===== src/hdl/cll_pkg.sv =====
// Shared types, codes and sizes of the combination lock.
`default_nettype none
package cll_pkg;

    localparam int CODE_LENGTH = 6;
    localparam int CNT_W = $clog2(CODE_LENGTH + 1);
    localparam int ADDR_W = (CODE_LENGTH > 1) ? $clog2(CODE_LENGTH) : 1;
    localparam logic [CNT_W-1:0] CODE_LAST = CNT_W'(CODE_LENGTH - 1);
    localparam logic [CNT_W-1:0] CODE_FULL = CNT_W'(CODE_LENGTH);

    localparam logic [1:0] CMD_KEY = 2'd0;
    localparam logic [1:0] CMD_BLINK = 2'd1;
    localparam logic [1:0] CMD_TICK = 2'd2;

    localparam logic [1:0] KEY_NONE = 2'd0;
    localparam logic [1:0] KEY_ONE = 2'd1;

    localparam logic [2:0] EV_NONE = 3'd0;
    localparam logic [2:0] EV_STORED = 3'd1;
    localparam logic [2:0] EV_ACCEPTED = 3'd2;
    localparam logic [2:0] EV_REJECTED = 3'd3;
    localparam logic [2:0] EV_LOCKOUT_OVER = 3'd4;
    localparam logic [2:0] EV_CLOSED = 3'd5;

    localparam logic [1:0] CFG_SHORT_TICKS = 2'd0;
    localparam logic [1:0] CFG_LONG_TICKS = 2'd1;
    localparam logic [1:0] CFG_ERROR_LIMIT = 2'd2;

    localparam logic [15:0] SHORT_TICKS_RESET = 16'd16;
    localparam logic [15:0] LONG_TICKS_RESET = 16'd40;
    localparam logic [3:0] ERROR_LIMIT_RESET = 4'd3;
    localparam logic [3:0] ERROR_MAX = 4'd15;

    typedef struct packed {
        logic [1:0] cmd;
        logic [1:0] key;
    } t_in_word;

    typedef struct packed {
        logic [1:0] mode;
        logic [2:0] digits_entered;
        logic [2:0] event_res;
        logic [2:0] leds;
    } t_out_word;

    typedef struct packed {
        logic [15:0] short_lockout_ticks;
        logic [15:0] long_lockout_ticks;
        logic [3:0]  error_limit;
    } t_cfg;

endpackage
`default_nettype wire


===== src/hdl/combination_lock_with_lockout_top.sv =====
// Top level of the combination lock with lockout: configuration registers and block wiring.
`default_nettype none
// The lock takes one word per clock cycle while the output buffer has space,
// and registers each result word there. The stored code sits in a small
// synchronous memory whose read for the next digit is issued in the same cycle
// the digit count updates, so consecutive key words need no wait. A two-entry
// output buffer keeps input accepted while a result waits. The code memory needs
// no clearing after reset; setup writes every digit before the code is compared.
module combination_lock_with_lockout_top (
    input  wire logic               i_clk,
    input  wire logic               i_rst_n,
    input  wire logic               i_in_valid,
    output logic                    o_in_ready,
    input  wire cll_pkg::t_in_word  i_in_word,
    output logic                    o_out_valid,
    input  wire logic               i_out_ready,
    output cll_pkg::t_out_word      o_out_word,
    input  wire logic               i_cfg_valid,
    output logic                    o_cfg_ready,
    input  wire logic [1:0]         i_cfg_index,
    input  wire logic [15:0]        i_cfg_data
);
    import cll_pkg::*;

    t_cfg              r_cfg;
    logic              fire;
    logic              space;
    logic              we;
    logic [ADDR_W-1:0] waddr;
    logic [ADDR_W-1:0] raddr;
    logic [1:0]        wdata;
    logic [1:0]        rdata;
    t_out_word         result;

    assign o_cfg_ready = 1'b1;
    assign o_in_ready = space;
    assign fire = i_in_valid && space;

    always_ff @(posedge i_clk) begin
        if (!i_rst_n) begin
            r_cfg.short_lockout_ticks <= SHORT_TICKS_RESET;
            r_cfg.long_lockout_ticks <= LONG_TICKS_RESET;
            r_cfg.error_limit <= ERROR_LIMIT_RESET;
        end else if (i_cfg_valid) begin
            case (i_cfg_index)
                CFG_SHORT_TICKS: r_cfg.short_lockout_ticks <= i_cfg_data;
                CFG_LONG_TICKS:  r_cfg.long_lockout_ticks <= i_cfg_data;
                CFG_ERROR_LIMIT: r_cfg.error_limit <= i_cfg_data[3:0];
                default: begin
                end
            endcase
        end
    end

    cll_code_mem u_mem (
        .i_clk   (i_clk),
        .i_we    (we),
        .i_waddr (waddr),
        .i_wdata (wdata),
        .i_raddr (raddr),
        .o_rdata (rdata)
    );

    cll_ctrl u_ctrl (
        .i_clk    (i_clk),
        .i_rst_n  (i_rst_n),
        .i_fire   (fire),
        .i_word   (i_in_word),
        .i_cfg    (r_cfg),
        .i_rdata  (rdata),
        .o_we     (we),
        .o_waddr  (waddr),
        .o_wdata  (wdata),
        .o_raddr  (raddr),
        .o_result (result)
    );

    cll_out_buf u_out (
        .i_clk   (i_clk),
        .i_rst_n (i_rst_n),
        .i_valid (fire),
        .i_word  (result),
        .o_space (space),
        .o_valid (o_out_valid),
        .i_ready (i_out_ready),
        .o_word  (o_out_word)
    );

endmodule
`default_nettype wire


===== src/hdl/cll_code_mem.sv =====
// Synchronous code memory with a registered read and write-to-read forwarding.
`default_nettype none
module cll_code_mem (
    input  wire logic                      i_clk,
    input  wire logic                      i_we,
    input  wire logic [cll_pkg::ADDR_W-1:0] i_waddr,
    input  wire logic [1:0]                i_wdata,
    input  wire logic [cll_pkg::ADDR_W-1:0] i_raddr,
    output logic [1:0]                     o_rdata
);
    import cll_pkg::*;

    logic [1:0] r_mem [CODE_LENGTH];
    logic [1:0] r_rdata;

    always_ff @(posedge i_clk) begin
        if (i_we) begin
            r_mem[i_waddr] <= i_wdata;
        end
    end

    always_ff @(posedge i_clk) begin
        if (i_we && (i_waddr == i_raddr)) begin
            r_rdata <= i_wdata;
        end else begin
            r_rdata <= r_mem[i_raddr];
        end
    end

    assign o_rdata = r_rdata;

endmodule
`default_nettype wire


===== src/hdl/cll_ctrl.sv =====
// Lock state machine that reads, checks and updates the stored code per input word.
`default_nettype none
module cll_ctrl (
    input  wire logic                       i_clk,
    input  wire logic                       i_rst_n,
    input  wire logic                       i_fire,
    input  wire cll_pkg::t_in_word          i_word,
    input  wire cll_pkg::t_cfg              i_cfg,
    input  wire logic [1:0]                 i_rdata,
    output logic                            o_we,
    output logic [cll_pkg::ADDR_W-1:0]      o_waddr,
    output logic [1:0]                      o_wdata,
    output logic [cll_pkg::ADDR_W-1:0]      o_raddr,
    output cll_pkg::t_out_word              o_result
);
    import cll_pkg::*;

    typedef enum logic [1:0] {
        SETUP   = 2'd0,
        LOCKED  = 2'd1,
        BLOCKED = 2'd2,
        OPEN    = 2'd3
    } t_mode;

    t_mode            r_mode, n_mode;
    logic [CNT_W-1:0] r_dc, n_dc;
    logic             r_mm, n_mm;
    logic [3:0]       r_err, n_err;
    logic [15:0]      r_timer, n_timer;
    logic [2:0]       r_leds, n_leds;
    logic [2:0]       ev;
    logic             key_hit;
    logic             mm_now;

    always_comb begin
        n_mode = r_mode;
        n_dc = r_dc;
        n_mm = r_mm;
        n_err = r_err;
        n_timer = r_timer;
        n_leds = r_leds;
        ev = EV_NONE;
        o_we = 1'b0;
        key_hit = (i_word.cmd == CMD_KEY) && (i_word.key != KEY_NONE);
        mm_now = r_mm | ((r_dc < CODE_FULL) && (i_rdata != i_word.key));
        if (i_fire) begin
            case (r_mode)
                SETUP: begin
                    if (i_word.cmd == CMD_BLINK) begin
                        n_leds = r_leds ^ 3'b101;
                    end else if (key_hit) begin
                        o_we = 1'b1;
                        if (r_dc >= CODE_LAST) begin
                            n_mode = LOCKED;
                            n_dc = '0;
                            n_mm = 1'b0;
                            n_leds = 3'b000;
                            ev = EV_STORED;
                        end else begin
                            n_dc = r_dc + CNT_W'(1);
                        end
                    end
                end
                LOCKED: begin
                    if (key_hit) begin
                        if (r_dc >= CODE_LAST) begin
                            n_mm = 1'b0;
                            if (!mm_now) begin
                                n_mode = OPEN;
                                n_dc = '0;
                                n_err = '0;
                                n_leds = 3'b111;
                                ev = EV_ACCEPTED;
                            end else begin
                                n_timer = (r_err >= i_cfg.error_limit) ?
                                          i_cfg.long_lockout_ticks :
                                          i_cfg.short_lockout_ticks;
                                if (r_err != ERROR_MAX) begin
                                    n_err = r_err + 4'd1;
                                end
                                n_mode = BLOCKED;
                                n_dc = CODE_FULL;
                                n_leds = 3'b000;
                                ev = EV_REJECTED;
                            end
                        end else begin
                            n_mm = mm_now;
                            n_dc = r_dc + CNT_W'(1);
                        end
                    end
                end
                BLOCKED: begin
                    if (i_word.cmd == CMD_BLINK) begin
                        n_leds = r_leds ^ 3'b111;
                    end else if (i_word.cmd == CMD_TICK) begin
                        if (r_timer <= 16'd1) begin
                            n_timer = '0;
                            n_mode = LOCKED;
                            n_dc = '0;
                            n_mm = 1'b0;
                            n_leds = 3'b000;
                            ev = EV_LOCKOUT_OVER;
                        end else begin
                            n_timer = r_timer - 16'd1;
                        end
                    end
                end
                OPEN: begin
                    if ((i_word.cmd == CMD_KEY) && (i_word.key == KEY_ONE)) begin
                        n_mode = LOCKED;
                        n_dc = '0;
                        n_mm = 1'b0;
                        n_leds = 3'b000;
                        ev = EV_CLOSED;
                    end
                end
                default: begin
                    n_mode = SETUP;
                end
            endcase
        end
    end

    // The read address follows the digit count the next word will see, or is zero once the count is full.
    always_comb begin
        o_waddr = r_dc[ADDR_W-1:0];
        o_wdata = i_word.key;
        if (n_dc < CODE_FULL) begin
            o_raddr = n_dc[ADDR_W-1:0];
        end else begin
            o_raddr = '0;
        end
        o_result.mode = n_mode;
        o_result.digits_entered = 3'(n_dc);
        o_result.event_res = ev;
        o_result.leds = n_leds;
    end

    always_ff @(posedge i_clk) begin
        if (!i_rst_n) begin
            r_mode <= SETUP;
            r_dc <= '0;
            r_mm <= 1'b0;
            r_err <= '0;
            r_timer <= '0;
            r_leds <= '0;
        end else begin
            r_mode <= n_mode;
            r_dc <= n_dc;
            r_mm <= n_mm;
            r_err <= n_err;
            r_timer <= n_timer;
            r_leds <= n_leds;
        end
    end

endmodule
`default_nettype wire


===== src/hdl/cll_out_buf.sv =====
// Output register with a skid stage for result words.
`default_nettype none
module cll_out_buf (
    input  wire logic               i_clk,
    input  wire logic               i_rst_n,
    input  wire logic               i_valid,
    input  wire cll_pkg::t_out_word i_word,
    output logic                    o_space,
    output logic                    o_valid,
    input  wire logic               i_ready,
    output cll_pkg::t_out_word      o_word
);
    import cll_pkg::*;

    logic      r_main_valid;
    logic      r_skid_valid;
    t_out_word r_main;
    t_out_word r_skid;
    logic      main_free;

    assign main_free = !r_main_valid || i_ready;
    assign o_space = !r_skid_valid;
    assign o_valid = r_main_valid;
    assign o_word = r_main;

    always_ff @(posedge i_clk) begin
        if (!i_rst_n) begin
            r_main_valid <= 1'b0;
            r_skid_valid <= 1'b0;
        end else if (main_free) begin
            r_main_valid <= r_skid_valid || i_valid;
            r_skid_valid <= 1'b0;
        end else if (i_valid) begin
            r_skid_valid <= 1'b1;
        end
    end

    always_ff @(posedge i_clk) begin
        if (main_free) begin
            r_main <= r_skid_valid ? r_skid : i_word;
        end else if (i_valid) begin
            r_skid <= i_word;
        end
    end

endmodule
`default_nettype wire


===== config.mk =====
export PLATFORM = sky130hd
export DESIGN_NAME = combination_lock_with_lockout_top
export DESIGN_NICKNAME = d
export VERILOG_FILES = /design/src/hdl/cll_pkg.sv /design/src/hdl/combination_lock_with_lockout_top.sv /design/src/hdl/cll_code_mem.sv /design/src/hdl/cll_ctrl.sv /design/src/hdl/cll_out_buf.sv
export SDC_FILE = /design/constraint.sdc
export NUM_CORES = 1
export LEC_CHECK = 0
export ABC_AREA = 0
export BUFFER_PORTS_ARGS = -buffer_cell sky130_fd_sc_hd__clkbuf_2
export CAP_MARGIN = 40
export CORE_ASPECT_RATIO = 0.6
export CORE_MARGIN = 2
export CORE_UTILIZATION = 45
export CTS_CLUSTER_SIZE = 10
export DETAILED_ROUTE_END_ITERATION = 16
export GPL_TIMING_DRIVEN = 0
export PLACE_DENSITY = 0.68
export SLEW_MARGIN = 40
export SYNTH_ARGS = -nofsm -noshare
export SYNTH_HDL_FRONTEND = slang
export SYNTH_SLANG_ARGS = --single-unit

===== constraint.sdc =====
create_clock -name i_clk -period 2.9 [get_ports i_clk]
set_clock_uncertainty 0.05 [all_clocks]
set_input_delay 0.29 -clock i_clk [delete_from_list [all_inputs] [get_ports i_clk]]
set_output_delay 0.29 -clock i_clk [all_outputs]
set_load 0.1 [all_outputs]

Word level (Yosys, flattened, before mapping) --
Memories as Yosys holds them, arrays and structs flattened. A register that Yosys moved wholly into a read port is not among the register bits. Cells that the tools add are included. W data, S select, Z words.
Word-level totals: flip-flop bits (word level) 89, RAM bits 12, bits of input ports 27, output and inout bits 14, word-level logic and storage cells 151, memories kept 1
Cells by class: add/subtract/negate cells 3, magnitude comparators 5, equality and inequality tests 21, mux-type cells 76, bitwise operators 5, reductions and logical operators 21
Memories:
- u_mem.r_mem | depth 6, width 2, read ports 1, clocked after Yosys merged registers in 1, wr ports 1, line cll_code_mem.sv:13 | logic [1:0] r_mem [CODE_LENGTH];
Operators by type and width (count):
- $mux W16 | 7
- $mux W3 | 32
- $pmux W3 S4 | 3
- $pmux W16 S2 | 1
- $mux W2 | 10
- $mux W1 | 18
- $le A16 B1 Y1 const B | 1
- $ne A2 B1 Y1 const B | 8
- $sub A16 B1 Y16 const B | 1
- $mux W11 | 1
- $reduce_and A9 Y1 | 1
- $eq A2 B1 Y1 const B | 4
- $eq A2 B2 Y1 const B | 4
- $mux W4 | 2
- $pmux W2 S4 | 1
- $reduce_and A2 Y1 | 4
- $reduce_and A7 Y1 | 1
- $logic_not A2 Y1 | 3
- $lt A3 B3 Y1 const B | 2
- $ne A2 B2 Y1 const B | 3
- $reduce_and A5 Y1 | 1
- $add A4 B1 Y4 const B | 1
- $ge A4 B4 Y1 | 1
- $logic_and A1 B1 Y1 | 4
- other kinds (13) | 17

Depth between registers and ports, before layout --
depth after elaboration 10, mapped depth 10, mapped depth without buffers 10

Cells and area by module --
Synthesis repeated with hierarchy kept, for this count alone.
Unflattened totals: cells, all modules 540, area, all modules 5312.6 µm²
Modules (own cells, without submodules):
- cll_ctrl | instances 1, cells an instance 310, area each 2381.0 µm², sequential area each 580.6 µm²
- combination_lock_with_lockout_top | instances 1, cells an instance 149, area each 1462.7 µm², sequential area each 720.7 µm²
- cll_out_buf | instances 1, cells an instance 43, area each 879.6 µm², sequential area each 700.7 µm²
- cll_code_mem | instances 1, cells an instance 38, area each 589.3 µm², sequential area each 420.4 µm²

Least setup slack after synthesis --
OpenSTA, ideal clock, no wires.
path kind flip-flop to flip-flop, start register u_out.r_main_valid (netlist: u_out.o_valid), end register u_out.r_skid[0] (netlist name) (enable), library setup time 378 ps, data arrival time 2051 ps, slack 420 ps, stages on the path, launching flop included 3, path buffers 0, period minus slack after synthesis 2480 ps, cell sequence dfxtp_1 > nand2b_1 > nor2_1
On the way: longest elaborated chain between the ends 4
RTL lines:
- from (decl) | line cll_out_buf.sv:15 | logic r_main_valid;
- from (signal assigned) | line cll_out_buf.sv:31 | r_main_valid <= r_skid_valid || i_valid;
- $logic_not A1 Y1 | line cll_out_buf.sv:21 | assign main_free = !r_main_valid || i_ready;
- $logic_or A1 B1 Y1 | line cll_out_buf.sv:21
- via u_out.main_free | line cll_out_buf.sv:19 | logic main_free;
- $not A1 Y1 (no source line)
- $reduce_and A2 Y1 (no source line)
- to (signal assigned) | line cll_out_buf.sv:42 | r_skid <= i_word;
- to (decl) | line cll_out_buf.sv:18 | t_out_word r_skid;
The timed path passes the listed nets, and every way through them passes these cells. A chain may end at the register's enable or synchronous reset.

Worst setup path after layout --
start register u_ctrl.r_timer[0], end register u_ctrl.r_timer[15]
On the way: longest elaborated chain between the ends 5, elaborated cells between the ends (all ways) 6, those cells by class 1 x add/sub; 1 x order compare; 4 x mux
RTL lines:
- from (decl) | line cll_ctrl.sv:29 | logic [15:0] r_timer, n_timer;
- from (signal assigned) | line cll_ctrl.sv:152 | r_timer <= n_timer;
- $sub A16 B1 Y16 / $le A16 B1 Y1 (equally long branches) | line cll_ctrl.sv:104, cll_ctrl.sv:96
- $mux W16 * | line cll_ctrl.sv:96 | if (r_timer <= 16'd1) begin
- $mux W16 * | line cll_ctrl.sv:95 | end else if (i_word.cmd == CMD_TICK) begin
- $mux W16 * | line cll_ctrl.sv:93 | if (i_word.cmd == CMD_BLINK) begin
- $pmux W16 S2 * | line cll_ctrl.sv:47 | case (r_mode)
Mark *: on every way between the ends. The rest lies on a longest branch, timed or not. The select of a mux whose other input is x is not followed.

==> results.json <==
{
  "yosys.area.top_type": "dfxtp_1",
  "multi_input_area_um2": 2456,
  "synth_top_area_frac": 0.2754,
  "maxCapViolCount": 0,
  "synth_area_leaders": "dfxtp_1, edfxtp_1, nand2_1",
  "hold_slack_ns": 0.1196,
  "area_delta_synth_final_pct": 15.47,
  "hold_viol": 0,
  "worstSetupPathType": "flip-flop to flip-flop",
  "status": "complete, no violations",
  "drcViolationCount": 0,
  "io_buffer_count": 38,
  "grt_setup_unrepaired": "false",
  "fillers": 953,
  "wl_per_cell_um": 17.58,
  "cts_htree_levels": 3,
  "timing.final.crit_period_ns": 2.741,
  "ant_nets": 0,
  "synth_cell_type_count": 78,
  "dp_cells": 713,
  "coreArea_um2": 10700,
  "grt_remaining_overflow": 0,
  "clk_pin_slew_ns": 0.07,
  "clk_path_buf_depth": 2,
  "num_vias": 4198,
  "ctsHoldBuffers": 0,
  "hold_path_class": "primary input to flip-flop",
  "synth_area_um2": 5015,
  "routed_wl_mm": 12.84,
  "setup_viol": 0,
  "critPathCaptureType": "flip-flop",
  "ys_seq_elements": 103,
  "ir_worst_vdd_mv": 0.3259,
  "worst_pin_slew_ns": 0.8582,
  "max_clock_freq_mhz": 364.8,
  "pre_cts_slack_ns": -0.1106,
  "setup_slack_ns": 0.1586,
  "startpoint_type": "flip-flop",
  "syn_inst": 536,
  "antenna_found_initial": 0,
  "power.leakage_nw": 2.285,
  "worst-path-max-fanout": 10,
  "post-route-period-util": 0.9453,
  "postSynthAreaPerCell_um2": 9.356,
  "gp_congestion": 0.9207,
  "synth-edff-count": 34,
  "layout.cells.non_filler": 730,
  "diodes": 0,
  "dieArea_um2": 12030,
  "yosysSeqAreaShare": 0.4790,
  "initial_core_util": 0.4685,
  "die_x_um": 140.3,
  "grt_max_degree": 19,
  "die_h_um": 85.77,
  "pin_count": 41,
  "drive_gt1_frac": 0.1912,
  "required_ns": 3.13,
  "worstPathArrival_ns": 2.97,
  "ys.flop_type": "dfxtp_1",
  "p_per_area_nw_per_um2": 578.3,
  "grt_pass1_wl_mm": 20.34,
  "ys_warn_count": 0,
  "dpl.hpwl_mm": 9.388,
  "maxSlewHeadroom": 0.4279,
  "cts_root_buffer": "clkbuf_16",
  "async_flop_share": 0,
  "cts_buffers": 9,
  "worstSkewPairLatency_ns": 0.35,
  "final_nets": 622,
  "cts_tree": "built",
  "drt-pass1-iter-count": 5,
  "cts.sinks": 103,
  "syn-num-nets": 572,
  "drtIter0Drc": 403,
  "finalPower_mw": 3.348,
  "seqCellArea_um2": 2402,
  "final.setup.tns_ns": 0,
  "num_rows": 29,
  "grt.total_usage": 0.2208,
  "grt_pass1_vias": 3854,
  "post_drt_via_cell_ratio": 5.751,
  "slew_violations": 0
}
==> cell type report <==
class,instances,area share
clock buffers,10,0.04322
repair buffers,39,0.03414
flip-flops and latches,103,0.4149
clock inverters,6,0.02053
well taps,139,0.03003
plain buffers,25,0.02074
inverters,19,0.01232
multi-input cells,389,0.4242
==> path summary, 6_finish.rpt <==
path / from / end / slack (ns) / depth (start not counted)
setup reg to reg: u_ctrl.r_timer[0] / u_ctrl.r_timer[15] / 0.16 / 7
hold reg to reg: r_cfg[4] / r_cfg[4] / 0.40 / 2
hold / removal: i_cfg_data[13] / r_cfg[33] / 0.12 / 3
setup / recovery: u_ctrl.r_timer[0] / u_ctrl.r_timer[15] / 0.16 / 7
==> power breakdown <==
group	switching (mW)	internal, mW	leakage [nW]
combinational	0.242	0.0895	1.21
sequential	0.0191	1.53	0.896
clock	0.560	0.908	0.181
==> metrics by stage <==
step | util | instance area, µm²
detailed placement | 0.5032 | 5386
floorplan | - | 5015
CTS | 0.5386 | 5766
global route | 0.5410 | 5791
finish | 0.5410 | 5791
global placement | 0.5025 | 5379
==> Yosys cell counts (3+ instances only) <==
master / count
a21o_1: 4
a21oi_1: 51
a31oi_1: 3
a32o_1: 8
and2_1: 6
and3_1: 3
buf_2: 8
clkbuf_1: 15
dfxtp_1: 69
edfxtp_1: 34
ha_1: 9
inv_1: 14
inv_2: 3
mux2_2: 11
mux2i_1: 21
nand2_1: 91
nand2b_1: 7
nand3_1: 11
nand3b_1: 5
nand4_1: 3
nor2_1: 43
nor3_1: 8
nor4_1: 6
o211ai_1: 4
o21ai_0: 25
o22ai_1: 4
o32ai_1: 4
or2_2: 3
xnor2_1: 4
==> flip-flops by register name, indices dropped and copies added, names as in the netlist, 2 cells and up <==
name            count
u_ctrl.o_waddr      3
u_ctrl.r_timer     16
u_out.r_skid       11
u_ctrl.r_mode       2
u_mem.r_mem        12
u_ctrl.r_leds       3
r_cfg              36
u_ctrl.r_err        4
u_mem.o_rdata       2
u_out.o_word       11
==> worst max-delay path: stages (launching register included) <==
cell      delay, ns
dfxtp_1        0.40
inv_1          0.08
ha_1           0.26
o2111a_4       0.35
a21oi_1        0.70
nand2_1        0.21
or4_1          0.46
a31oi_1        0.16
==> per-layer routing <==
metal	vias up	routed length [µm]	track usage	part of all wire
met1	2014	6389	0.3423	0.50
met2	149	5076	0.2981	0.40
met3	10	1266	0.06812	0.099
met5	-	0	0	0
li1	2025	-	-	-
met4	0	104	0.04683	0.0081
==> repair_timing <==
item | 4_1_cts | 5_1_grt
resized for setup | 2 | 5
setup endpoints to repair | 8 | 9
buffers inserted | 0 | 1
pin swaps | 0 | 1
==> layout by cell type, fill, tap and decap left out, drive strengths merged, types with 3 or more instances in the layout <==
cell type	n
nand3	11
ha	9
o22ai	4
nand3b	5
o211ai	5
edfxtp	34
a211oi	3
a32o	8
clkbuf	64
o32ai	4
buf	10
or2	5
a21boi	3
xnor2	4
nor4	8
inv	20
nor3	9
dfxtp	69
a21o	5
nor2	45
bufinv	3
nand2b	8
mux2i	21
or3	3
a31oi	3
a21oi	53
mux2	13
nand2	91
o21ai	26
nand4	3
and2	7
and3	4
==> logic make-up after synthesis <==
group	after synthesis	synth area share
AOI/OAI and AO/OA	133	0.1799
buffers and inverters	44	0.03767
DFF	103	0.4790
adders and majority gates	9	0.02246
other	1	0.0007478
muxes	34	0.07111
and+or+nand+nor	208	0.2021
xor gates and xnor gates	4	0.006985
Note: power is estimated with default switching activity, not from simulation.
